## src/rtl/tmgr_pkg.sv

```systemverilog
// Shared types and constants of the text-mode glyph renderer.
// No dependencies; every other rtl file imports this package.
package tmgr_pkg;

  // Font store geometry and glyph limits
  localparam int FONT_BYTES       = 16384;
  localparam int FONT_AW          = $clog2(FONT_BYTES);
  localparam int MAX_GLYPH_WIDTH  = 16;
  localparam int MAX_GLYPH_HEIGHT = 32;
  localparam int BYTE_BITS        = 8;

  // Register and counter widths
  localparam int FW_W  = 5;
  localparam int FH_W  = 6;
  localparam int CNT_W = $clog2(MAX_GLYPH_WIDTH);
  localparam int PAL_N = 16;
  localparam int PAL_AW = $clog2(PAL_N);

  // Command codes
  localparam logic [1:0] CMD_FONT_WR = 2'd0;
  localparam logic [1:0] CMD_PAL_WR  = 2'd1;
  localparam logic [1:0] CMD_RENDER  = 2'd2;

  // Configuration register indexes
  localparam logic [1:0] CFG_FONT_WIDTH  = 2'd0;
  localparam logic [1:0] CFG_FONT_HEIGHT = 2'd1;

  typedef struct packed {
    logic [1:0]  cmd;
    logic [13:0] addr;
    logic [23:0] wdata;
    logic [15:0] cell_word;
    logic [5:0]  cell_row;
    logic [7:0]  cell_col;
    logic [4:0]  scan_line;
  } tmgr_in_t;

  typedef struct packed {
    logic [11:0] pixel_x;
    logic [10:0] pixel_y;
    logic [23:0] pixel_color;
    logic        last_pixel;
  } tmgr_out_t;

  // One decoded item on its way from the front stages to the scan sequencer
  typedef struct packed {
    logic [1:0]         cmd;
    logic [FONT_AW-1:0] addr;
    logic [23:0]        wdata;
    logic [3:0]         fg;
    logic [3:0]         bg;
    logic [FONT_AW-1:0] lbase;
    logic [11:0]        colfw;
    logic [10:0]        pix_y;
  } tmgr_line_t;

  // One fetched pixel, before palette resolution
  typedef struct packed {
    logic [3:0]  fg;
    logic [3:0]  bg;
    logic [2:0]  bit_sel;
    logic [7:0]  font_byte;
    logic [23:0] fg_raw;
    logic [23:0] bg_raw;
    logic        fg_ok;
    logic        bg_ok;
    logic [11:0] pixel_x;
    logic [10:0] pixel_y;
    logic        last;
  } tmgr_pix_t;

  // Default sixteen-color palette
  function automatic logic [23:0] ega_color(input logic [3:0] idx);
    logic [23:0] c;
    case (idx)
      4'd0:    c = 24'h000000;
      4'd1:    c = 24'hAA0000;
      4'd2:    c = 24'h00AA00;
      4'd3:    c = 24'hAAAA00;
      4'd4:    c = 24'h0000AA;
      4'd5:    c = 24'hAA00AA;
      4'd6:    c = 24'h00AAAA;
      4'd7:    c = 24'hAAAAAA;
      4'd8:    c = 24'h555555;
      4'd9:    c = 24'hFF5555;
      4'd10:   c = 24'h55FF55;
      4'd11:   c = 24'hFFFF55;
      4'd12:   c = 24'h5555FF;
      4'd13:   c = 24'hFF55FF;
      4'd14:   c = 24'h55FFFF;
      default: c = 24'hFFFFFF;
    endcase
    return c;
  endfunction

endpackage

```

## src/rtl/tmgr_front.sv

```systemverilog
// Front stages: decode and drop, three small multiplies, line base address.
// Depends on tmgr_pkg.
module tmgr_front (
  input  logic                   clk,
  input  logic                   rst_n,
  input  logic                   in_valid,
  output logic                   in_ready,
  input  tmgr_pkg::tmgr_in_t     in_data,
  input  logic [tmgr_pkg::FW_W-1:0] fw,
  input  logic [tmgr_pkg::FH_W-1:0] fh,
  output logic                   line_valid,
  output tmgr_pkg::tmgr_line_t   line,
  input  logic                   line_take
);
  import tmgr_pkg::*;

  logic        s1_v_r, s2_v_r, s3_v_r;
  logic        s1_rdy, s2_rdy, s3_rdy;
  logic        keep;
  tmgr_in_t    s1_r;
  logic [1:0]  s2_cmd_r;
  logic [FONT_AW-1:0] s2_addr_r;
  logic [23:0] s2_wdata_r;
  logic [3:0]  s2_fg_r, s2_bg_r;
  logic [4:0]  s2_scan_r;
  logic [13:0] s2_chfh_r;
  logic [10:0] s2_rowfh_r;
  logic [11:0] s2_colfw_r;
  logic [13:0] lsum;
  tmgr_line_t  s3_nxt, s3_r;

  assign s3_rdy   = !s3_v_r || line_take;
  assign s2_rdy   = !s2_v_r || s3_rdy;
  assign s1_rdy   = !s1_v_r || s2_rdy;
  assign in_ready = s1_rdy;

  // Drop items that give nothing: bad palette index, scanline at or past height, unused code
  always_comb begin
    case (in_data.cmd)
      CMD_FONT_WR: keep = 1'b1;
      CMD_PAL_WR:  keep = (in_data.addr[13:PAL_AW] == '0);
      CMD_RENDER:  keep = ({1'b0, in_data.scan_line} < fh);
      default:     keep = 1'b0;
    endcase
  end

  always_ff @(posedge clk) begin
    if (!rst_n) begin
      s1_v_r <= 1'b0;
      s2_v_r <= 1'b0;
      s3_v_r <= 1'b0;
    end else begin
      if (s1_rdy) s1_v_r <= in_valid && keep;
      if (s2_rdy) s2_v_r <= s1_v_r;
      if (s3_rdy) s3_v_r <= s2_v_r;
    end
  end

  always_ff @(posedge clk) begin
    if (s1_rdy) s1_r <= in_data;
    if (s2_rdy) begin
      s2_cmd_r   <= s1_r.cmd;
      s2_addr_r  <= s1_r.addr;
      s2_wdata_r <= s1_r.wdata;
      s2_fg_r    <= s1_r.cell_word[11:8];
      s2_bg_r    <= s1_r.cell_word[15:12];
      s2_scan_r  <= s1_r.scan_line;
      s2_chfh_r  <= 14'(s1_r.cell_word[7:0]) * 14'(fh);
      s2_rowfh_r <= 11'(s1_r.cell_row) * 11'(fh);
      s2_colfw_r <= 12'(s1_r.cell_col) * 12'(fw);
    end
    if (s3_rdy) s3_r <= s3_nxt;
  end

  // Byte offset of the glyph line: (char*height + scan) * bytes per line
  assign lsum = s2_chfh_r + 14'(s2_scan_r);

  always_comb begin
    s3_nxt.cmd   = s2_cmd_r;
    s3_nxt.addr  = s2_addr_r;
    s3_nxt.wdata = s2_wdata_r;
    s3_nxt.fg    = s2_fg_r;
    s3_nxt.bg    = s2_bg_r;
    s3_nxt.lbase = (fw > FW_W'(BYTE_BITS)) ? FONT_AW'({lsum, 1'b0}) : FONT_AW'(lsum);
    s3_nxt.colfw = s2_colfw_r;
    s3_nxt.pix_y = s2_rowfh_r + 11'(s2_scan_r);
  end

  assign line_valid = s3_v_r;
  assign line       = s3_r;

`ifndef NO_ASSERTIONS
  // Input may only be held off while every front stage holds an item
  a_full_when_blocked: assert property (@(posedge clk) disable iff (!rst_n)
    !in_ready |-> (s1_v_r && s2_v_r && s3_v_r))
    else $error("front stalled with an empty stage");
`endif

endmodule

```

## config.mk

```make
export PLATFORM = sky130hd
export DESIGN_NAME = tmgr_front
export DESIGN_NICKNAME = d
export VERILOG_FILES = /design/src/rtl/tmgr_pkg.sv /design/src/rtl/tmgr_front.sv
export SDC_FILE = /design/constraint.sdc
export NUM_CORES = 1
export LEC_CHECK = 0
export ABC_AREA = 1
export BUFFER_PORTS_ARGS = -buffer_cell sky130_fd_sc_hd__buf_2
export CAP_MARGIN = 20
export CELL_PAD_IN_SITES_DETAIL_PLACEMENT = 0
export CELL_PAD_IN_SITES_GLOBAL_PLACEMENT = 1
export CORE_UTILIZATION = 48
export CTS_BUF_LIST = sky130_fd_sc_hd__clkbuf_8
export CTS_CLUSTER_DIAMETER = 40
export DETAILED_ROUTE_END_ITERATION = 10
export GPL_TIMING_DRIVEN = 0
export HOLD_SLACK_MARGIN = 0.06
export PLACE_DENSITY = 0.81
export SYNTH_ARGS = -nofsm -noshare
export SYNTH_HDL_FRONTEND = slang
export SYNTH_SLANG_ARGS = --single-unit
```

## constraint.sdc

```tcl
create_clock -name clk -period 6.2 [get_ports clk]
set_clock_uncertainty 0.05 [all_clocks]
set_input_delay 0.62 -clock clk [delete_from_list [all_inputs] [get_ports clk]]
set_output_delay 0.62 -clock clk [all_outputs]
set_load 0.02 [all_outputs]
```

==> out/summary.md, run 1 <==
Prior to clock tree synthesis, the placed netlist has a worst setup slack of 1.48 ns. The run gives 0.172 as the global routing usage summed across all routing layers. The critical path startpoint category was a primary input.

Summing all placed instances gives a cell area of 13900 µm². The number of warning messages in the yosys log came out at 0. Setup repair after global routing left no endpoint under its margin.

In this run the static leakage power is 7.35 nW. The logs give 0 for the DRC violations left and 0 for the count of final hold-check violations. The max-capacitance violation count was 0. Top-level port count: 177.

After floorplanning, the core was sized to cover 25300 µm². The number of standard cells after synthesis is 1023, and the share of flip-flops with an asynchronous set or reset is 0. The H-tree was split into 2 levels. The finished cells cover 14700 µm². For the highest clock frequency the design can meet, the log shows 243 MHz. After synthesis the cells add up to 12500 µm². For the number of nets at the end of the flow, the log shows 1466.

Along the worst path, the maximum fanout reaches 10. The sum of routed wire length over all layers was 22400 µm. At the worst endpoint, the required time is 6.41 ns. The count of vias placed by the detailed router is 7509, and the number of flops mapped to enable cells by yosys is 250. Clock root buffer: sky130_fd_sc_hd__clkbuf_8.

Across the VDD grid, the largest voltage drop is 0.203 mV. Type of the worst setup path: primary input to flop. The completed layout was analyzed and its total power is 0.00487 W. In this run the horizontal extent of the chip is 163 µm. The detailed-route wire length per cell works out to 13.9 µm. Clock tree synthesis inserted a total of 43 buffers. The run gives 0 as the number of nets still failing antenna checks after routing.

The share of the cycle needed by the critical path after routing works out to 0.663. Count of port buffers added during placement: 170. TritonCTS built the clock tree. The post-CTS clock slew at the launch and capture registers of the worst setup and hold paths was 0.06 ns; the area of the die was 26700 µm². Walking the worst path, the cells encountered are clkbuf_1, clkbuf_1, nand2_1, fa_1, fa_1, fa_1, inv_1, ha_1, a21oi_1, nand2_1, a21oi_1, o21ai_0, xor2_1. After clock tree synthesis, the repair step resized 0 gates. The number of register bits inferred by synthesis came out at 253. The height of the chip was 163 µm.

The mean instance size in the synthesized netlist works out to 12.2 µm². The relative slew slack came out at 0.613. Setup slack of the most critical reg-to-reg path: 2.39 ns.

Setup violations remaining at the end of the flow were counted as 0. The worst setup path is captured at a flop. The global-route congestion overflow total is 0. The worst flop-to-flop path startpoint was s1_r[20]. The detailed router finished its first iteration with 354 violations.

The most numerous cell on the critical path is sky130_fd_sc_hd__fa_1. Predominant post-synthesis flop cell: sky130_fd_sc_hd__edfxtp_1. The share of final-layout standard cells stronger than drive strength 1 is 0.193, and the share of the yosys chip area belonging to registers is 0.606. The path class of the tightest hold or removal check is primary input to flop. The total count of max-transition violations in the final report came out at 0.

The run gives 5 as the number of detailed-routing iterations run before antenna repair. The layout overhead on the synthesized area was 17.4%; the initial core utilization was 0.493. The most critical setup path has its startpoint at fh[5]. Data arrives at the worst endpoint at 4.32 ns. The tools report the placed cell count as 1526. The pin count of the biggest net entering global routing came out at 61. The count of cells in the finished layout, fillers not included, comes to 1604.

The routability-driven placement congestion ratio was 0.804; the detail-routed via count per cell was 4.68. Synthesis instantiated 31 different standard cells from the library. On the worst path, the slowest cell contributes a delay of 0.55 ns. For this design, the slowest cell found on the critical path is sky130_fd_sc_hd__fa_1. The run gives 253 as the clock sink total. The tools report the post-synth net total as 1248. The number of hold buffers added after CTS was 0. The clock reaches the later pin of the worst-skew pair after 0.54 ns. The startpoint identified for the worst hold timing path is in_data[11]. The tools report the total setup buffers inserted after CTS as 0. The routed design could run at a clock period as short as 4.11 ns. For the pin with the worst max-slew slack, the measured transition is 0.580 ns. The flow ran to the end, and the final reports show no timing, DRC or antenna violations.

The run gives 2.09 ns as the final worst setup slack. The longest clock path from root to sink contains 3 buffers. The wire length of the first global-routing pass was 35700 µm.

The run gives 7491 as the number of global-route vias before repair. Once detailed placement completed, the half-perimeter wirelength came to 16900 µm. In this run the power density over the cells is 332 nW/µm².

Setup total negative slack on the finished layout was measured at 0 ns. The floorplan has 58 rows. The tools report the initial antenna violation count as 3.
cells by family after synthesis:
kind of cell | after synthesis | synth area share
simple gates | 321 | 0.104
flops | 253 | 0.606
fa+ha+maj | 135 | 0.171
buf+inv | 231 | 0.0711
xor+xnor | 40 | 0.0280
compound gates | 43 | 0.0201
per-layer routing:
metal  routed length, µm  track usage  vias to the layer above
met4                 550       0.0671                        0
li1                    -            -                     3756
met1                9210        0.209                     3519
met5                   0            0                        -
met2               11400        0.301                      195
met3                1200       0.0310                       39
area by class of cell:
cell class / count / area, µm²
antenna: 4 / 10.0
buffer: 14 / 73.8
clock buffer: 45 / 619
clock inverter: 29 / 184
fill: 2086 / 10700
inverter: 217 / 817
multi-input combinational: 539 / 4050
sequential: 253 / 7570
tap: 330 / 413
timing repair buffer: 173 / 926
metrics by stage:
stage / util / hold WS (ns)
floorplan: - / 0.350
global placement: 0.543 / 0.350
detailed placement: 0.547 / 0.355
CTS: 0.579 / 0.159
global route: 0.579 / 0.156
finish: 0.579 / 0.199
cells in the mapped netlist, types with 2 or more instances:
cell / number / area, µm²
sky130_fd_sc_hd__a21o_1: 4 / 30.0
sky130_fd_sc_hd__a21oi_1: 22 / 110
sky130_fd_sc_hd__a31oi_1: 2 / 12.5
sky130_fd_sc_hd__buf_2: 2 / 10.0
sky130_fd_sc_hd__buf_6: 2 / 22.5
sky130_fd_sc_hd__clkbuf_1: 9 / 33.8
sky130_fd_sc_hd__dfxtp_1: 3 / 60.1
sky130_fd_sc_hd__edfxtp_1: 250 / 7510
sky130_fd_sc_hd__fa_1: 60 / 1200
sky130_fd_sc_hd__ha_1: 75 / 938
sky130_fd_sc_hd__inv_1: 216 / 811
sky130_fd_sc_hd__nand2_1: 247 / 927
sky130_fd_sc_hd__nand3_1: 34 / 170
sky130_fd_sc_hd__nand3_2: 3 / 30.0
sky130_fd_sc_hd__nand4_1: 4 / 25.0
sky130_fd_sc_hd__nor2_1: 26 / 97.6
sky130_fd_sc_hd__nor3_1: 3 / 15.0
sky130_fd_sc_hd__o21ai_0: 9 / 45.0
sky130_fd_sc_hd__o21bai_1: 2 / 15.0
sky130_fd_sc_hd__xnor2_1: 13 / 114
sky130_fd_sc_hd__xor2_1: 27 / 236
power by group:
part	internal (W)	switching, W	total (W)
sequential	0.00221	0.000111	0.00232
clock	0.000727	0.000641	0.00137
combinational	0.000445	0.000730	0.00117
total	0.00338	0.00148	0.00487
critical path, delay by kind of cell:
kind,cells,cell delay [ns]
fa+ha+maj,4,1.89
buf+inv,3,0.83
compound gates,3,0.55
simple gates,2,0.26
xor+xnor,1,0.16
path summary, 6_finish.rpt:
check	end	cells past startpoint
worst min-delay path	s1_r[11]	1
worst max register to register	s2_chfh_r[11]	13
worst min register to register	s2_addr_r[1]	0
worst max-delay path	s2_chfh_r[11]	13
registers in the layout (all words and copies together), names as in the netlist:
signal and cells:
s2_colfw_r 12, s1_v_r 1, s2_rowfh_r 11, s2_scan_r 5, line 85, s2_chfh_r 14, s2_bg_r 4, s2_fg_r 4
s2_v_r 1, line_valid 1, s2_addr_r 14, s1_r 75, s2_wdata_r 24, s2_cmd_r 2
cells in the final DEF, fill, tap and decap left out, drive strengths merged:
cell      instances
buf             178
clkinvlp          3
diode             4
or3               1
or2               1
o21a              1
fa               60
nand3            37
a21boi            1
inv             230
nor3              3
a21o              4
nand4             4
ha               75
o21ai             9
bufinv            1
a211oi            1
clkinv           12
clkbuf           54
a31oi             2
nand3b            1
nand2           247
nor3b             1
xor2             27
nor2             26
a21oi            23
dfxtp             3
edfxtp          250
o21bai            2
xnor2            13
(Power assumes the default switching activity.)
==> run 2, diff against run 1 <==
clock period = 3.9 ns   (was 6.2 ns; I/O delays follow)
==> run 2 against run 1 <==
Via count up 4.5%. Highest routed layer unchanged. Total power rose by 65%. Routed wire length is 5.9% higher. Clock power grew 74%. Flip-flop and latch count unchanged. Critical path depth down 2. Non-clock buffer count grew 90. Combinational power grew 68%. Clock-buffer cell count shrank 1. Register-to-register slack worse by 2.2 ns. Largest cell class unchanged.
==> out/summary.md, run 2 (synthesized netlist as in run 1, its figures left out) <==
The most common cell after layout, fill and taps aside was sky130_fd_sc_hd__edfxtp_1. The flow ran to the end, and the final reports show no timing, DRC or antenna violations. Static timing analysis puts the maximum clock frequency at 271 MHz. The global routing usage summed across all routing layers was 0.183 (+0.0114).

The height of the chip was 163 µm (unchanged); the insertion delay to the later sink of the worst-skew pair was 0.55 ns (about the same). The run gives 0 (unchanged) as the final setup violation count. The flip-flop count of the largest register, all copies and words added works out to 85 (unchanged). The run gives 1692 (+5.5%) as the non-filler instance count after layout. The routability-driven placement congestion ratio is 0.809 (+0.57%). The most numerous cell on the critical path was sky130_fd_sc_hd__fa_1. The tools report the power share of the sequential group as 0.459 (-0.019). The critical path is of the flop to flop type. The number of nets still failing antenna checks after routing was 0 (unchanged). The count of port buffers added during placement came out at 170 (unchanged). In the layout the commonest cells are sky130_fd_sc_hd__edfxtp_1, sky130_fd_sc_hd__nand2_1, sky130_fd_sc_hd__inv_1, sky130_fd_sc_hd__buf_2, sky130_fd_sc_hd__dlygate4sd3_1.

The first-iteration detailed-routing DRC count came out at 391 (+10%). The logs give 23700 µm (+5.9%) for the sum of routed wire length over all layers and 1527 (+0.066%) for the placed cell count. Compared with the post-synthesis result, the final layout area differs by 25.0%.

For the finished layout cell area, the log shows 15600 µm² (+6.5%). The max-capacitance violation count came out at 0 (unchanged). The area of the core is 25300 µm² (unchanged). The run gives 7849 (+4.5%) as the count of vias placed by the detailed router. Clock period minus worst slack: 3.69 ns. The run gives 44 (+2.3%) as the clock buffer count from CTS. The tools report the clock root buffer as sky130_fd_sc_hd__clkbuf_8.

The standard cell area after detailed placement was 13900 µm² (about the same); the number of diodes was 0 (-4). The post-CTS clock slew at the launch and capture registers of the worst setup and hold paths was 0.06 ns (about the same); the HPWL after detailed placement was 16600 µm (-1.8%). The total count of max-transition violations in the final report is 0 (unchanged), and the global-route congestion overflow total is 0 (unchanged). The logs give 0 (unchanged) for the DRC violations left and 0.212 ns (-1.88 ns) for the final worst setup slack.

The share of the cycle needed by the critical path after routing came out at 0.946. The type of element capturing the critical path is a flop. The clock sink total was 253 (unchanged).

The critical path's largest stage delay was 0.56 ns (about the same). The detail-routed via count per cell is 4.64 (-0.91%), and the pin count of the biggest net entering global routing is 63 (+3.3%). The chip width was 163 µm (unchanged); the static leakage power was 7.79 nW (+5.9%). The tools report the relative slew slack as 0.613 (-0.000864). The pin slew with the least headroom to its limit was 0.581 ns (+0.000776 ns).

The number of nets at the end of the flow is 1557 (+6.2%), and the initial antenna violation count is 0 (-3). The placement-stage worst setup slack is -0.589 ns (-2.07 ns), and the number of cell rows is 58 (unchanged). The share of final-layout standard cells stronger than drive strength 1 came out at 0.196 (+0.00312). The proportion of total power due to net switching was 0.301 (-0.00347). The run gives 6 (+1) as the number of detailed-routing iterations run before antenna repair. Setup repair after global routing left no endpoint under its margin. The logs give 4.14 ns (-2.27 ns) for the data required time at the worst endpoint and 37900 µm (+6.0%) for the wire length of the first global-routing pass. The cell area power density was 516 nW/µm² (+55%); the top-level port count was 177 (unchanged).

The deepest clock path buffer count is 3 (unchanged). The maximum resistive drop on vdd came out at 0.426 mV (+110%). Walking the worst path, the cells encountered are nand2_1, fa_1, fa_1, fa_1, inv_1, ha_1, a21oi_1, nand2_1, a21oi_2, o21ai_0, xor2_1. The area of the die was 26700 µm² (unchanged). TritonCTS built the clock tree.

The initial core utilization is 0.493 (unchanged). The tools report the number of global-route vias before repair as 7791 (+4.0%). The fraction of power consumed by the clock network came out at 0.297 (+0.016). Internal portion of total power: 0.00563 W (+66%).

The tools report the switching power as 0.00242 W (+64%). Highest net fanout along the worst path: 5 (-5). The share of power burned in combinational logic came out at 0.244 (+0.003). On the critical path, the stage with the largest delay is an instance of sky130_fd_sc_hd__fa_1.

The tools report the data arrival time of the worst path as 3.93 ns (-0.39 ns). The detailed-route wire length per cell was 14.0 µm (+0.37%); the maximum level of the CTS H-tree was 2 (unchanged). The worst setup path is launched from a flop. The count of final hold-check violations came out at 0 (unchanged).

The type of the worst min-delay path was primary input to flop.
run 2: changes by cell type in the layout (fill, tap and decap cells not counted), moves of 2 or more:
cell and delta:
sky130_fd_sc_hd__diode_2 -4, sky130_fd_sc_hd__clkinv_1 -2, sky130_fd_sc_hd__clkinv_2 +2, sky130_fd_sc_hd__clkbuf_1 -2, sky130_fd_sc_hd__dlygate4sd3_1 +77, sky130_fd_sc_hd__a21oi_2 +3
sky130_fd_sc_hd__bufinv_16 +3, sky130_fd_sc_hd__buf_12 +2, sky130_fd_sc_hd__clkbuf_2 +2, sky130_fd_sc_hd__buf_4 +12, sky130_fd_sc_hd__a21oi_1 -3
run 2: worst max-delay path, delay by kind of cell, from the launching register on:
kind | cells | cell delay (ns)
buf+inv | 1 | 0.05
fa+ha+maj | 4 | 1.98
flops | 1 | 0.48
xor+xnor | 1 | 0.15
compound gates | 3 | 0.47
simple gates | 2 | 0.24
run 2: through the flow:
step	hold WS (ns)	TNS [ns]	power, W	utilization
floorplan	0.350	0	0.00509	-
global placement	0.350	-137.67	0.00560	0.544
detailed placement	0.355	-4.88	0.00563	0.547
CTS	0.140	0	0.00811	0.612
global route	0.171	0	0.00855	0.617
finish	0.172	0	0.00805	0.617
run 2: final timing paths:
check                               from        endpoint  slack, ns  cells after the start
worst max-delay path             s1_r[6]   s2_colfw_r[9]       0.21                     11
worst max register to register   s1_r[6]   s2_colfw_r[9]       0.21                     11
worst min register to register  s1_r[47]  s2_wdata_r[12]       0.34                      0
worst min-delay path               fh[0]    s2_chfh_r[0]       0.17                      3
run 2: power groups by stage:
stage / clock [W] / combinational (W) / sequential [W]
after global routing: 0.00257 / 0.00224 / 0.00374
after floorplan: 0 / 0.00113 / 0.00396
after detailed placement: 0 / 0.00188 / 0.00375
final: 0.00239 / 0.00196 / 0.00370
after global placement: 0 / 0.00186 / 0.00373
after CTS: 0.00245 / 0.00196 / 0.00370
run 2: what timing repair did:
item,CTS,global route
pin swaps,0,0
hold endpoints to repair,78,0
resized for setup,1,6
endpoints found under the setup margin,3,4
buffers inserted,0,12
hold buffers,77,0
run 2: final cells by class:
cell class	count	area (µm²)
sequential	253	7570
inverter	217	818
tap	330	413
buffer	14	76.3
clock inverter	32	270
multi-input combinational	539	4070
clock buffer	44	606
timing repair buffer	263	1800
fill	1959	9710
run 2: metal layers:
metal / share of wire / global-route usage
met5: 0 / 0
met4: 0.031 / 0.0760
met3: 0.054 / 0.0338
met2: 0.50 / 0.319
met1: 0.41 / 0.223
==> run 3, diff against run 2 <==
REMOVE_ABC_BUFFERS = 1   (was unset)
==> run 3 against run 2 <==
Die area did not move. Flip-flop and latch count did not move. Via count fell by 2.6%. Sequential share of layout area rose by 0.32 points. Routed wire length fell by 5.4%. Combinational power barely moved. Non-clock buffer count fell by 13. Fmax fell by 1.6%. Worst hold slack improved by 0.052 ns. Critical path type unchanged.
==> out/summary.md, run 3 (synthesized netlist as in run 1, its figures left out) <==
The run finished with clean final reports. The detail-routed via count per cell was 4.54 (-2.0%); the placed cell count was 1518 (-0.59%). The number of nets at the end of the flow is 1542 (-0.96%), and the post-CTS clock slew at the launch and capture registers of the worst setup and hold paths is 0.06 ns (about the same).

The highest clock frequency the design can meet is 267 MHz (-1.6%). Top-level port count: 177 (unchanged). TritonCTS built the clock tree. Leaving out fill and tap cells, the most frequent cells in the layout are sky130_fd_sc_hd__edfxtp_1, sky130_fd_sc_hd__nand2_1, sky130_fd_sc_hd__inv_1, sky130_fd_sc_hd__buf_2, sky130_fd_sc_hd__dlygate4sd3_1. Pin slew with the least headroom to its limit: 0.485 ns (-0.0958 ns). The count of port buffers added during placement was 176 (+3.5%); the count of vias placed by the detailed router was 7644 (-2.6%). The share of the cycle needed by the critical path after routing works out to 0.961 (+0.0149). The tools report the worst setup path startpoint as s1_r[22].

The tools report the static leakage power as 7.74 nW (-0.59%). The type of the worst min-delay path was primary input to flop. Final setup violation count: 0 (unchanged). The routability-driven placement congestion ratio came out at 0.781 (-3.5%). For the area of the core, the log shows 25300 µm² (unchanged).

The highest net fanout along the worst path works out to 5 (unchanged). The run gives 494 (+26%) as the first-iteration detailed-routing DRC count. The DRC violations left is 0 (unchanged), and the maximum resistive drop on vdd is 0.330 mV (-23%). The tools report the clock buffer count from CTS as 42 (-4.5%). The max-capacitance violation count was 0 (unchanged). The run gives 71 (+13%) as the pin count of the biggest net entering global routing. The run gives 13800 µm² (-0.36%) as the standard cell area after detailed placement. Leaving out fill and tap cells, the most frequent cell in the layout is sky130_fd_sc_hd__edfxtp_1. The HPWL after detailed placement is 16000 µm (-3.6%), and the area of the die is 26700 µm² (unchanged). The logs give 15500 µm² (-0.66%) for the finished layout cell area and 0.154 ns (-0.0582 ns) for the final worst setup slack.

The height of the chip is 163 µm (unchanged), and the layout overhead on the synthesized area is 24.2%. The number of global-route vias before repair is 7801 (+0.13%), and the number of cell instances on the worst register-to-register path is 14 (+3). The number of cell rows was 58 (unchanged); the total count of max-transition violations in the final report was 0 (unchanged). The initial antenna violation count is 1 (+1), and the cell area power density is 511 nW/µm² (-0.83%). The data arrival time of the worst path is 4.00 ns (+0.07 ns). The reg-to-reg endpoint is s2_chfh_r[13].

The setup slack of the most critical reg-to-reg path is 0.15 ns (-0.06 ns), and the placement-stage worst setup slack is -0.0730 ns (+0.515 ns). The sum of routed wire length over all layers is 22400 µm (-5.4%). Deepest clock path buffer count: 3 (unchanged). The worst setup path is of the flop to flop kind. The tools report the global-route congestion overflow total as 0 (unchanged). End of the critical path: s2_chfh_r[13]. Number of nets still failing antenna checks after routing: 0 (unchanged). The worst setup path is launched from a flop. Insertion delay to the later sink of the worst-skew pair: 0.55 ns (about the same). The detailed-route wire length per cell works out to 13.3 µm (-4.8%). The flip-flop count of the largest register, all copies and words added is 85 (unchanged), and the data required time at the worst endpoint is 4.15 ns (about the same).

Share of final-layout standard cells stronger than drive strength 1: 0.188 (-0.00789). The relative slew slack was 0.676 (+0.0635). The chip width works out to 163 µm (unchanged). The count of final hold-check violations is 0 (unchanged), and the non-filler instance count after layout is 1682 (-0.59%). In this run the clock root is driven by a sky130_fd_sc_hd__clkbuf_8.

The startpoint identified for the worst register-to-register timing path is s1_r[22]. STA classifies the critical path endpoint as a flop. The clock period minus worst slack was 3.75 ns (+0.0582 ns); the initial core utilization was 0.493 (unchanged).

The maximum level of the CTS H-tree is 2 (unchanged), and the clock sink total is 253 (unchanged). Global routing usage summed across all routing layers: 0.176 (-0.00664). The wire length of the first global-routing pass was 37100 µm (-2.2%); the number of detailed-routing iterations run before antenna repair was 4 (-2). The overall power is 0.00793 W (-1.5%).
==> run 3: cell count changes in the layout (fill, tap and decap cells not counted), moves of 3 or more <==
cell and change:
sky130_fd_sc_hd__buf_12 -3, sky130_fd_sc_hd__buf_2 +4, sky130_fd_sc_hd__buf_4 -5, sky130_fd_sc_hd__clkbuf_1 -7, sky130_fd_sc_hd__clkinv_1 +3, sky130_fd_sc_hd__clkinv_2 -5
sky130_fd_sc_hd__inv_1 +4
==> run 3: how the worst min path moves through the flow <==
stage | from | endpoint | slack [ns] | cells past startpoint
final | fw[0] | s2_colfw_r[0] | 0.22 | 3
after global routing | fw[0] | s2_colfw_r[0] | 0.24 | 3
after CTS | fw[0] | s2_colfw_r[0] | 0.21 | 3
after detailed placement | s2_colfw_r[0] | line[11] | 0.35 | 0
after global placement | s1_r[42] | s2_wdata_r[7] | 0.35 | 0
after floorplan | s2_colfw_r[0] | line[11] | 0.35 | 0
==> run 3: power breakdown <==
| group | internal [W] | total, W | switching [W] |
|---|---|---|---|
| combinational | 0.000767 | 0.00197 | 0.00120 |
| clock | 0.00127 | 0.00229 | 0.00102 |
| sequential | 0.00352 | 0.00368 | 0.000160 |
==> run 3: worst max-delay path: stages (launching register included) <==
cell	delay, ns
sky130_fd_sc_hd__edfxtp_1	0.48
sky130_fd_sc_hd__buf_4	0.18
sky130_fd_sc_hd__nand2_1	0.05
sky130_fd_sc_hd__inv_1	0.05
sky130_fd_sc_hd__fa_1	0.50
sky130_fd_sc_hd__fa_1	0.55
sky130_fd_sc_hd__inv_1	0.05
sky130_fd_sc_hd__fa_1	0.53
sky130_fd_sc_hd__inv_1	0.04
sky130_fd_sc_hd__ha_1	0.34
sky130_fd_sc_hd__a21o_1	0.22
sky130_fd_sc_hd__o21ai_0	0.22
sky130_fd_sc_hd__nand3_1	0.11
sky130_fd_sc_hd__nand2_1	0.08
sky130_fd_sc_hd__nand2_1	0.04
==> run 3: repair_timing <==
item                                   in CTS  in global routing
setup buffers                               0                  8
hold buffers                               77                  0
endpoints found under the hold margin      78                  0
resized for setup                           0                  3
setup endpoints to repair                   0                  4
==> run 3: layout make-up <==
cell class | count | area, µm²
Multi-Input combinational cell | 539 | 4060
Tap cell | 330 | 413
Antenna cell | 2 | 5.00
Inverter | 217 | 817
Sequential cell | 253 | 7570
Clock buffer | 44 | 606
Clock inverter | 33 | 249
Timing Repair Buffer | 264 | 1790
Fill cell | 2009 | 9810
==> run 3: per-stage QoR <==
stage / TNS [ns] / util / hold WS, ns
after global placement: -384.49 / 0.541 / 0.350
after CTS: 0 / 0.610 / 0.205
after detailed placement: -0.185 / 0.545 / 0.355
after global routing: -0.00367 / 0.612 / 0.238
final: 0 / 0.613 / 0.223
after floorplan: -154.29 / - / 0.350
==> run 3: routing by layer <==
layer / routed length (µm) / up-vias / track usage
met1: 10200 / 3509 / 0.230
li1: - / 3894 / -
met5: 0 / - / 0
met4: 546 / 0 / 0.0620
met3: 1150 / 44 / 0.0312
met2: 10500 / 197 / 0.296
